--- config.mk ---
export PLATFORM = sky130hd
export DESIGN_NAME = cartridge_rtc_serial_port_flat
export DESIGN_NICKNAME = d
export VERILOG_FILES = /design/src/hw/rtl/rtcsp_pkg.sv /design/src/hw/rtl/rtcsp_wr_if.sv /design/src/hw/rtl/rtcsp_res_if.sv /design/src/hw/rtl/cartridge_rtc_serial_port.sv /design/src/flat_wrapper.sv
export SDC_FILE = /design/constraint.sdc
export NUM_CORES = 1
export LEC_CHECK = 0
export BUFFER_PORTS_ARGS = -buffer_cell sky130_fd_sc_hd__clkbuf_2
export CELL_PAD_IN_SITES_DETAIL_PLACEMENT = 0
export CELL_PAD_IN_SITES_GLOBAL_PLACEMENT = 1
export CORE_MARGIN = 2
export CORE_UTILIZATION = 45
export DETAILED_ROUTE_END_ITERATION = 12
export MAX_ROUTING_LAYER = met4
export PLACE_DENSITY = 0.88
export SYNTH_ARGS = -nofsm -noshare
export SYNTH_HDL_FRONTEND = slang
export SYNTH_SLANG_ARGS = --single-unit
--- constraint.sdc ---
create_clock -name clk -period 4.7 [get_ports clk]
set_input_delay 0.94 -clock clk [delete_from_list [all_inputs] [get_ports clk]]
set_output_delay 0.94 -clock clk [all_outputs]
set_load 0.005 [all_outputs]
--- src/hw/rtl/rtcsp_pkg.sv ---
`timescale 1ns / 1ps

package rtcsp_pkg;

	localparam int SNAP_W = 56;

	localparam logic [3:0] CMD_MAGIC    = 4'h6;
	localparam logic [7:0] CTRL_RESET   = 8'h40;
	localparam logic [7:0] HOUR_MASK    = 8'h3F;
	localparam int         CMD_READ_BIT = 7;

	// command selector, bits 6..4 of the command byte
	localparam logic [2:0] SEL_RESET    = 3'd0;
	localparam logic [2:0] SEL_DATETIME = 3'd2;
	localparam logic [2:0] SEL_CONTROL  = 3'd4;
	localparam logic [2:0] SEL_TIME     = 3'd6;

	localparam logic [2:0] LEN_DATETIME = 3'd7;
	localparam logic [2:0] LEN_CONTROL  = 3'd1;
	localparam logic [2:0] LEN_TIME     = 3'd3;

	typedef enum logic [1:0] {
		PH_IDLE     = 2'd0,
		PH_CLK_SEEN = 2'd1,
		PH_OPEN     = 2'd2
	} phase_t;

endpackage

--- src/hw/rtl/rtcsp_wr_if.sv ---
`timescale 1ns / 1ps

interface rtcsp_wr_if;
	logic                        valid;
	logic                        ready;
	logic [3:0]                  pins_in;
	logic [3:0]                  direction;
	logic [rtcsp_pkg::SNAP_W-1:0] clock_snapshot;

	modport source (output valid, pins_in, direction, clock_snapshot, input ready);
	modport sink (input valid, pins_in, direction, clock_snapshot, output ready);
endinterface

--- src/hw/rtl/rtcsp_res_if.sv ---
`timescale 1ns / 1ps

interface rtcsp_res_if;
	logic       valid;
	logic       ready;
	logic [3:0] pins_out;
	logic       pins_changed;

	modport source (output valid, pins_out, pins_changed, input ready);
	modport sink (input valid, pins_out, pins_changed, output ready);
endinterface

--- src/hw/rtl/cartridge_rtc_serial_port.sv ---
// Serial RTC chip behind a cartridge GPIO port, one pin write per item.
// Latency: the result of an item is valid in the cycle after it is accepted.
// Throughput: one item per cycle; the result register is the only stage, and
// a new item is taken whenever that register is empty or being drained.
// Reset (arst_n low, asynchronous): transfer idle, counters and command cleared,
// control byte 0x40, no result pending. The time latch is not reset.
`timescale 1ns / 1ps

module cartridge_rtc_serial_port (
	input logic        clk,
	input logic        arst_n,
	rtcsp_wr_if.sink   pins,
	rtcsp_res_if.source result
);
	import rtcsp_pkg::*;

	phase_t                phase_q, phase_d;
	logic [7:0]            shift_q, shift_d;
	logic [2:0]            bit_q, bit_d;
	logic [7:0]            cmd_q, cmd_d;
	logic                  active_q, active_d;
	logic [2:0]            left_q, left_d;
	logic [7:0]            ctrl_q, ctrl_d;
	logic [SNAP_W-1:0]     latch_q;
	logic [SNAP_W-1:0]     latch_val;
	logic                  latch_en;

	logic                  out_valid_q;
	logic [3:0]            pins_out_q;
	logic                  changed_q;
	logic [3:0]            po;
	logic                  chg;

	logic                  acc;
	logic [3:0]            pin_v;
	logic [3:0]            dir_v;
	logic [2:0]            sel;
	logic [2:0]            tx_idx;
	logic [7:0]            tx_byte;
	logic                  tx_bit;
	logic [2:0]            left_tmp;

	assign pins.ready = !out_valid_q || result.ready;
	assign acc        = pins.valid && pins.ready;
	assign pin_v      = pins.pins_in;
	assign dir_v      = pins.direction;
	assign sel        = cmd_q[6:4];

	// hours byte (byte 4) is masked on latch
	assign latch_val = {pins.clock_snapshot[55:40],
		pins.clock_snapshot[39:32] & HOUR_MASK, pins.clock_snapshot[31:0]};

	// bit presented on a read edge
	always_comb begin
		tx_idx  = 3'(3'd7 - left_q);
		tx_byte = 8'h00;
		if (sel == SEL_DATETIME || sel == SEL_TIME) begin
			if (tx_idx != 3'd7) begin
				tx_byte = latch_q[{tx_idx, 3'b000} +: 8];
			end
		end else if (sel == SEL_CONTROL) begin
			tx_byte = ctrl_q;
		end
		tx_bit = active_q && tx_byte[bit_q];
	end

	always_comb begin
		phase_d  = phase_q;
		shift_d  = shift_q;
		bit_d    = bit_q;
		cmd_d    = cmd_q;
		active_d = active_q;
		left_d   = left_q;
		ctrl_d   = ctrl_q;
		latch_en = 1'b0;
		left_tmp = left_q;
		po       = pin_v;
		chg      = 1'b0;
		unique case (phase_q)
			PH_CLK_SEEN: begin
				if (pin_v[0] && pin_v[2]) begin
					phase_d = PH_OPEN;
				end else if (!(pin_v[0] && !pin_v[2])) begin
					phase_d = PH_IDLE;
				end
			end
			PH_OPEN: begin
				if (!pin_v[0]) begin
					shift_d[bit_q] = pin_v[1];
				end else if (pin_v[2]) begin
					if (cmd_q[CMD_READ_BIT]) begin
						po  = (pin_v & dir_v) | ({2'b01, tx_bit, 1'b1} & ~dir_v);
						chg = 1'b1;
						bit_d = bit_q + 3'd1;
						if (bit_q == 3'd7) begin
							if (left_q != 3'd0) begin
								left_tmp = left_q - 3'd1;
							end
							left_d = left_tmp;
							if (left_tmp == 3'd0) begin
								active_d = 1'b0;
								cmd_d    = 8'h00;
							end
						end
					end else begin
						bit_d = bit_q + 3'd1;
						if (bit_q == 3'd7) begin
							// full byte received
							if (!active_q) begin
								if (shift_q[3:0] == CMD_MAGIC) begin
									cmd_d = shift_q;
									case (shift_q[6:4])
										SEL_RESET: begin
											ctrl_d   = 8'h00;
											left_tmp = 3'd0;
										end
										SEL_DATETIME: begin
											latch_en = 1'b1;
											left_tmp = LEN_DATETIME;
										end
										SEL_CONTROL: left_tmp = LEN_CONTROL;
										SEL_TIME: begin
											latch_en = 1'b1;
											left_tmp = LEN_TIME;
										end
										default: left_tmp = 3'd0;
									endcase
									active_d = left_tmp != 3'd0;
								end
							end else begin
								if (left_q != 3'd0) begin
									left_tmp = left_q - 3'd1;
								end
								if (sel == SEL_CONTROL) begin
									ctrl_d = shift_q;
								end
							end
							left_d  = left_tmp;
							shift_d = 8'h00;
							bit_d   = 3'd0;
							if (left_tmp == 3'd0) begin
								active_d = 1'b0;
								cmd_d    = 8'h00;
							end
						end
					end
				end else begin
					// select dropped with clock high: abort
					shift_d  = 8'h00;
					bit_d    = 3'd0;
					active_d = 1'b0;
					cmd_d    = 8'h00;
					left_d   = 3'd0;
					phase_d  = PH_CLK_SEEN;
					po       = (pin_v & dir_v) | (4'b0001 & ~dir_v);
					chg      = 1'b1;
				end
			end
			default: begin
				phase_d = (pin_v[0] && !pin_v[2]) ? PH_CLK_SEEN : PH_IDLE;
			end
		endcase
	end

	always_ff @(posedge clk or negedge arst_n) begin
		if (!arst_n) begin
			phase_q     <= PH_IDLE;
			shift_q     <= 8'h00;
			bit_q       <= 3'd0;
			cmd_q       <= 8'h00;
			active_q    <= 1'b0;
			left_q      <= 3'd0;
			ctrl_q      <= CTRL_RESET;
			out_valid_q <= 1'b0;
		end else begin
			if (acc) begin
				phase_q  <= phase_d;
				shift_q  <= shift_d;
				bit_q    <= bit_d;
				cmd_q    <= cmd_d;
				active_q <= active_d;
				left_q   <= left_d;
				ctrl_q   <= ctrl_d;
			end
			if (acc) begin
				out_valid_q <= 1'b1;
			end else if (result.ready) begin
				out_valid_q <= 1'b0;
			end
		end
	end

	always_ff @(posedge clk) begin
		if (acc) begin
			pins_out_q <= po;
			changed_q  <= chg;
			if (latch_en) begin
				latch_q <= latch_val;
			end
		end
	end

	assign result.valid        = out_valid_q;
	assign result.pins_out     = pins_out_q;
	assign result.pins_changed = changed_q;

endmodule

--- src/flat_wrapper.sv ---
// flat-port wrapper written by rule: the top's interface ports become plain ports
module cartridge_rtc_serial_port_flat import rtcsp_pkg::*;
  (clk, arst_n, pins_valid, pins_pins_in, pins_direction, pins_clock_snapshot, pins_ready, result_valid, result_pins_out, result_pins_changed, result_ready);
  rtcsp_wr_if pins_i ();
  rtcsp_res_if result_i ();
  input logic clk;
  input logic arst_n;
  input wire logic [$bits(pins_i.valid)-1:0] pins_valid;
  input wire logic [$bits(pins_i.pins_in)-1:0] pins_pins_in;
  input wire logic [$bits(pins_i.direction)-1:0] pins_direction;
  input wire logic [$bits(pins_i.clock_snapshot)-1:0] pins_clock_snapshot;
  output wire logic [$bits(pins_i.ready)-1:0] pins_ready;
  output wire logic [$bits(result_i.valid)-1:0] result_valid;
  output wire logic [$bits(result_i.pins_out)-1:0] result_pins_out;
  output wire logic [$bits(result_i.pins_changed)-1:0] result_pins_changed;
  input wire logic [$bits(result_i.ready)-1:0] result_ready;
  assign pins_i.valid = pins_valid;
  assign pins_i.pins_in = pins_pins_in;
  assign pins_i.direction = pins_direction;
  assign pins_i.clock_snapshot = pins_clock_snapshot;
  assign pins_ready = pins_i.ready;
  assign result_valid = result_i.valid;
  assign result_pins_out = result_i.pins_out;
  assign result_pins_changed = result_i.pins_changed;
  assign result_i.ready = result_ready;
  cartridge_rtc_serial_port u_core (.clk(clk), .arst_n(arst_n), .pins(pins_i), .result(result_i));
endmodule
==> out/summary.md <==
* 0.00475 mm2 — placement-stage cell area
* 3 — number of H-tree levels
* u_core.cmd_q[6] — Reg-to-Reg End
* 55 — pin count of the biggest net entering global routing
* 89 — Yosys reg bits
* u_core.cmd_q[6] — Setup crit end
* 35 — Cell Rows
* 0.690 — final cycle utilization of the critical path
* 0 — DRC Markers
* 90 ps — clock-pin slew on the worst setup and hold paths
* 1.97 nW — leak pwr
* 60 — Synth cell types
* flip-flop to flip-flop — class of the worst hold path
* 309 mW/mm2 — power density relative to cell area
* 0.305 — global-route track usage on met2
* 0.00928 mm2 — Core Region
* 14.1% — synthesis-to-finish area growth
* 2968 — detailed-route via count
* 0 — # diodes
* 0.0328 — GR Util met3
* 9 — number of clock buffers inserted by TritonCTS
* 0 — final count of negative-setup-slack endpoints
* 0.582 — proportion of synthesized chip area in sequential cells
* 360 ps — Worst-Skew Late Latency
* 5.40 — average vias per placed instance
* 0 — YS warnings
* 3240 ps — Tmin final
* 3009 — vias in the first global route
* 21 — CP max FO
* 0 — number of hold-slack violations in the final timing report
* 0.467 — Starting Density
* 0 — Final ANT Viol Nets
* 14700 um — global-route wire length before repair
* 0 — number of buffers inserted to repair setup after CTS
* 0.192 mV — worst supply voltage drop on vdd
* 0.283 — share of cells above drive strength 1
* 490 — # nets final
* 7 — Register-to-Register Path Depth
* 4930 ps — required time reported for the critical path endpoint
* 0 ps — Setup TNS
* 102 um — die extent in y
* 0.00433 mm2 — Cell Area, Synth
* 0.337 — asr flop ratio synth
* flip-flop — critical path capture point type
* 0.190 — total routing resource utilization after global routing
* 534 — placed cells
* 0 — count of hold buffers inserted by post-cts repair
* 4 — Pre-Repair DR Iteration Count
* 424 — Net Count, Synth
* 0 — total of cells resized after clock tree synthesis
* 8750 um — Post-Route WL
* 0.382 — worst slew margin relative to its limit
* met2 — peak-usage layer in the global routing report
* 0 — overflow left after global routing
* sky130_fd_sc_hd__clkbuf_8 — CTS root buffer
* 14.2 ps — clock skew after layout
* 102 um — Horiz. Die Dim
* flip-flop — type of element launching the critical path
* 3470 ps — arrival time of the worst setup path
* 70 x sky130_fd_sc_hd__clkbuf_2, 59 x sky130_fd_sc_hd__edfxtp_1, 35 x sky130_fd_sc_hd__nand2_1, 29 x sky130_fd_sc_hd__dfrtp_1, 24 x sky130_fd_sc_hd__inv_1 — most frequent cells in the layout
* 12.4 um2 — mean instance size in the synthesized netlist
* u_core.left_q[0] — launch point of the worst path
* 59 — number of synthesized flops with an enable pin
* sky130_fd_sc_hd__clkbuf_2 — most common library cell in the layout ignoring fill and taps
* built — clock tree from TritonCTS
* 0.00494 mm2 — cell area after layout
* 927 ps — slew at the pin with the worst max-slew slack
* 0.883 — routability cong.
* u_core.left_q[0] — worst reg2reg startpoint
* 0 — number of pins exceeding their max-slew limit in the final report
* no — setup repair after global routing missed its margin
* 75 — I/O pins
* 350 — synthesized instance count
* 70 — count of port buffers added during placement
* 0 — Max-Cap Viols
* 2 — clock tree buffer depth
* 89 — # clock sinks
* flip-flop to flip-flop — Crit Path Class
* 1.53 mW — Pwr Total
* 0.246 — met1 GRT Util
* 0.0104 mm2 — Die Area
* 131 — number of violations reported at the end of detailed-routing iteration 0
* 308 MHz — maximum achievable frequency
* sky130_fd_sc_hd__edfxtp_1 — commonest register cell after synthesis
* 15.9 um — DR WL/cell
* 6250 um — detailed-placement wirelength estimate
* complete, no violations — status
* 1460 ps — R2R Setup Slk
* 0 — number of antenna violations at the first check in global routing
* 550 — final standard cell count with taps included and fillers excluded
## cell type report
class | count | area (um2)
multi-input combinational | 220 | 1610
inverter | 24 | 90.1
tap | 129 | 161
sequential | 89 | 2520
clock inverter | 6 | 67.6
timing repair buffer | 72 | 365
clock buffer | 10 | 128
fill | 842 | 4340
## per-layer routing
| metal | up-vias | routed length (um) |
|---|---|---|
| met5 | - | 0 |
| met4 | 0 | 148 |
| met3 | 11 | 570 |
| met2 | 102 | 4200 |
| met1 | 1421 | 3830 |
| li1 | 1434 | - |
## synth_stat cells (3+ instances only)
library cell	instances	area, um2
sky130_fd_sc_hd__mux2_2	12	135
sky130_fd_sc_hd__clkbuf_8	3	41.3
sky130_fd_sc_hd__o21ai_0	21	105
sky130_fd_sc_hd__edfxtp_1	59	1770
sky130_fd_sc_hd__a221oi_1	6	52.6
sky130_fd_sc_hd__mux4_2	7	158
sky130_fd_sc_hd__nor2_1	13	48.8
sky130_fd_sc_hd__a22oi_1	4	30.0
sky130_fd_sc_hd__a21oi_1	11	55.1
sky130_fd_sc_hd__clkbuf_1	6	22.5
sky130_fd_sc_hd__mux2i_1	18	180
sky130_fd_sc_hd__buf_2	4	20.0
sky130_fd_sc_hd__nand2b_1	11	68.8
sky130_fd_sc_hd__inv_1	24	90.1
sky130_fd_sc_hd__o22ai_1	3	18.8
sky130_fd_sc_hd__nand2_1	35	131
sky130_fd_sc_hd__a21o_1	3	22.5
sky130_fd_sc_hd__ha_1	6	75.1
sky130_fd_sc_hd__a211oi_1	3	22.5
sky130_fd_sc_hd__nand3_1	6	30.0
sky130_fd_sc_hd__buf_4	3	22.5
sky130_fd_sc_hd__nor2b_1	6	37.5
sky130_fd_sc_hd__dfrtp_1	29	726
sky130_fd_sc_hd__nor3_1	10	50.1
## power breakdown
group          total, mW  switching [mW]  internal (mW)
sequential         0.883          0.0331          0.850
combinational      0.115          0.0566         0.0579
clock              0.530           0.282          0.248
## cells by family (layout without fill, tap and decap cells)
logic type / Yosys count / count (layout) / synth area share
simple gates: 107 / 107 / 0.137
flops: 89 / 89 / 0.582
compound gates: 69 / 69 / 0.104
buf+inv: 41 / 112 / 0.0479
mux: 37 / 37 / 0.109
fa+ha+maj: 6 / 6 / 0.0173
xor+xnor: 1 / 1 / 0.00202
## critical path, cell delays in order, from the launching register on
cell and delay (ps):
sky130_fd_sc_hd__dfrtp_1 960, sky130_fd_sc_hd__inv_1 290, sky130_fd_sc_hd__ha_1 420, sky130_fd_sc_hd__or3b_2 470, sky130_fd_sc_hd__o211ai_1 310, sky130_fd_sc_hd__o211ai_1 240, sky130_fd_sc_hd__a21oi_1 290, sky130_fd_sc_hd__o32ai_1 140
## state kept, by name, summed over array words and instances (netlist names)
register,flops
u_core.latch_q,54
u_core.active_q,1
u_core.result.pins_out,4
u_core.ctrl_q,8
u_core.cmd_q,4
u_core.shift_q,8
u_core.phase_q,2
u_core.bit_q,3
u_core.left_q,3
u_core.result.pins_changed,1
u_core.result.valid,1
## how the worst min path moves through the flow
stage	startpoint	end	slack (ps)	depth (start not counted)
after global routing	u_core.ctrl_q[6]	u_core.ctrl_q[6]	510	2
after detailed placement	u_core.ctrl_q[6]	u_core.ctrl_q[6]	490	2
after floorplan	u_core.ctrl_q[6]	u_core.ctrl_q[6]	450	2
after CTS	u_core.ctrl_q[6]	u_core.ctrl_q[6]	500	2
final	u_core.ctrl_q[6]	u_core.ctrl_q[6]	510	2
after global placement	u_core.ctrl_q[6]	u_core.ctrl_q[6]	460	2
## per-stage QoR
stage                     setup slack (ps)  hold slack [ps]   util
after floorplan                        286              451      -
after global placement                1510              463  0.512
after detailed placement              1460              490  0.512
after CTS                             1460              503  0.533
after global routing                  1220              506  0.533
final                                 1460              506  0.533
(Power assumes the default switching activity.)
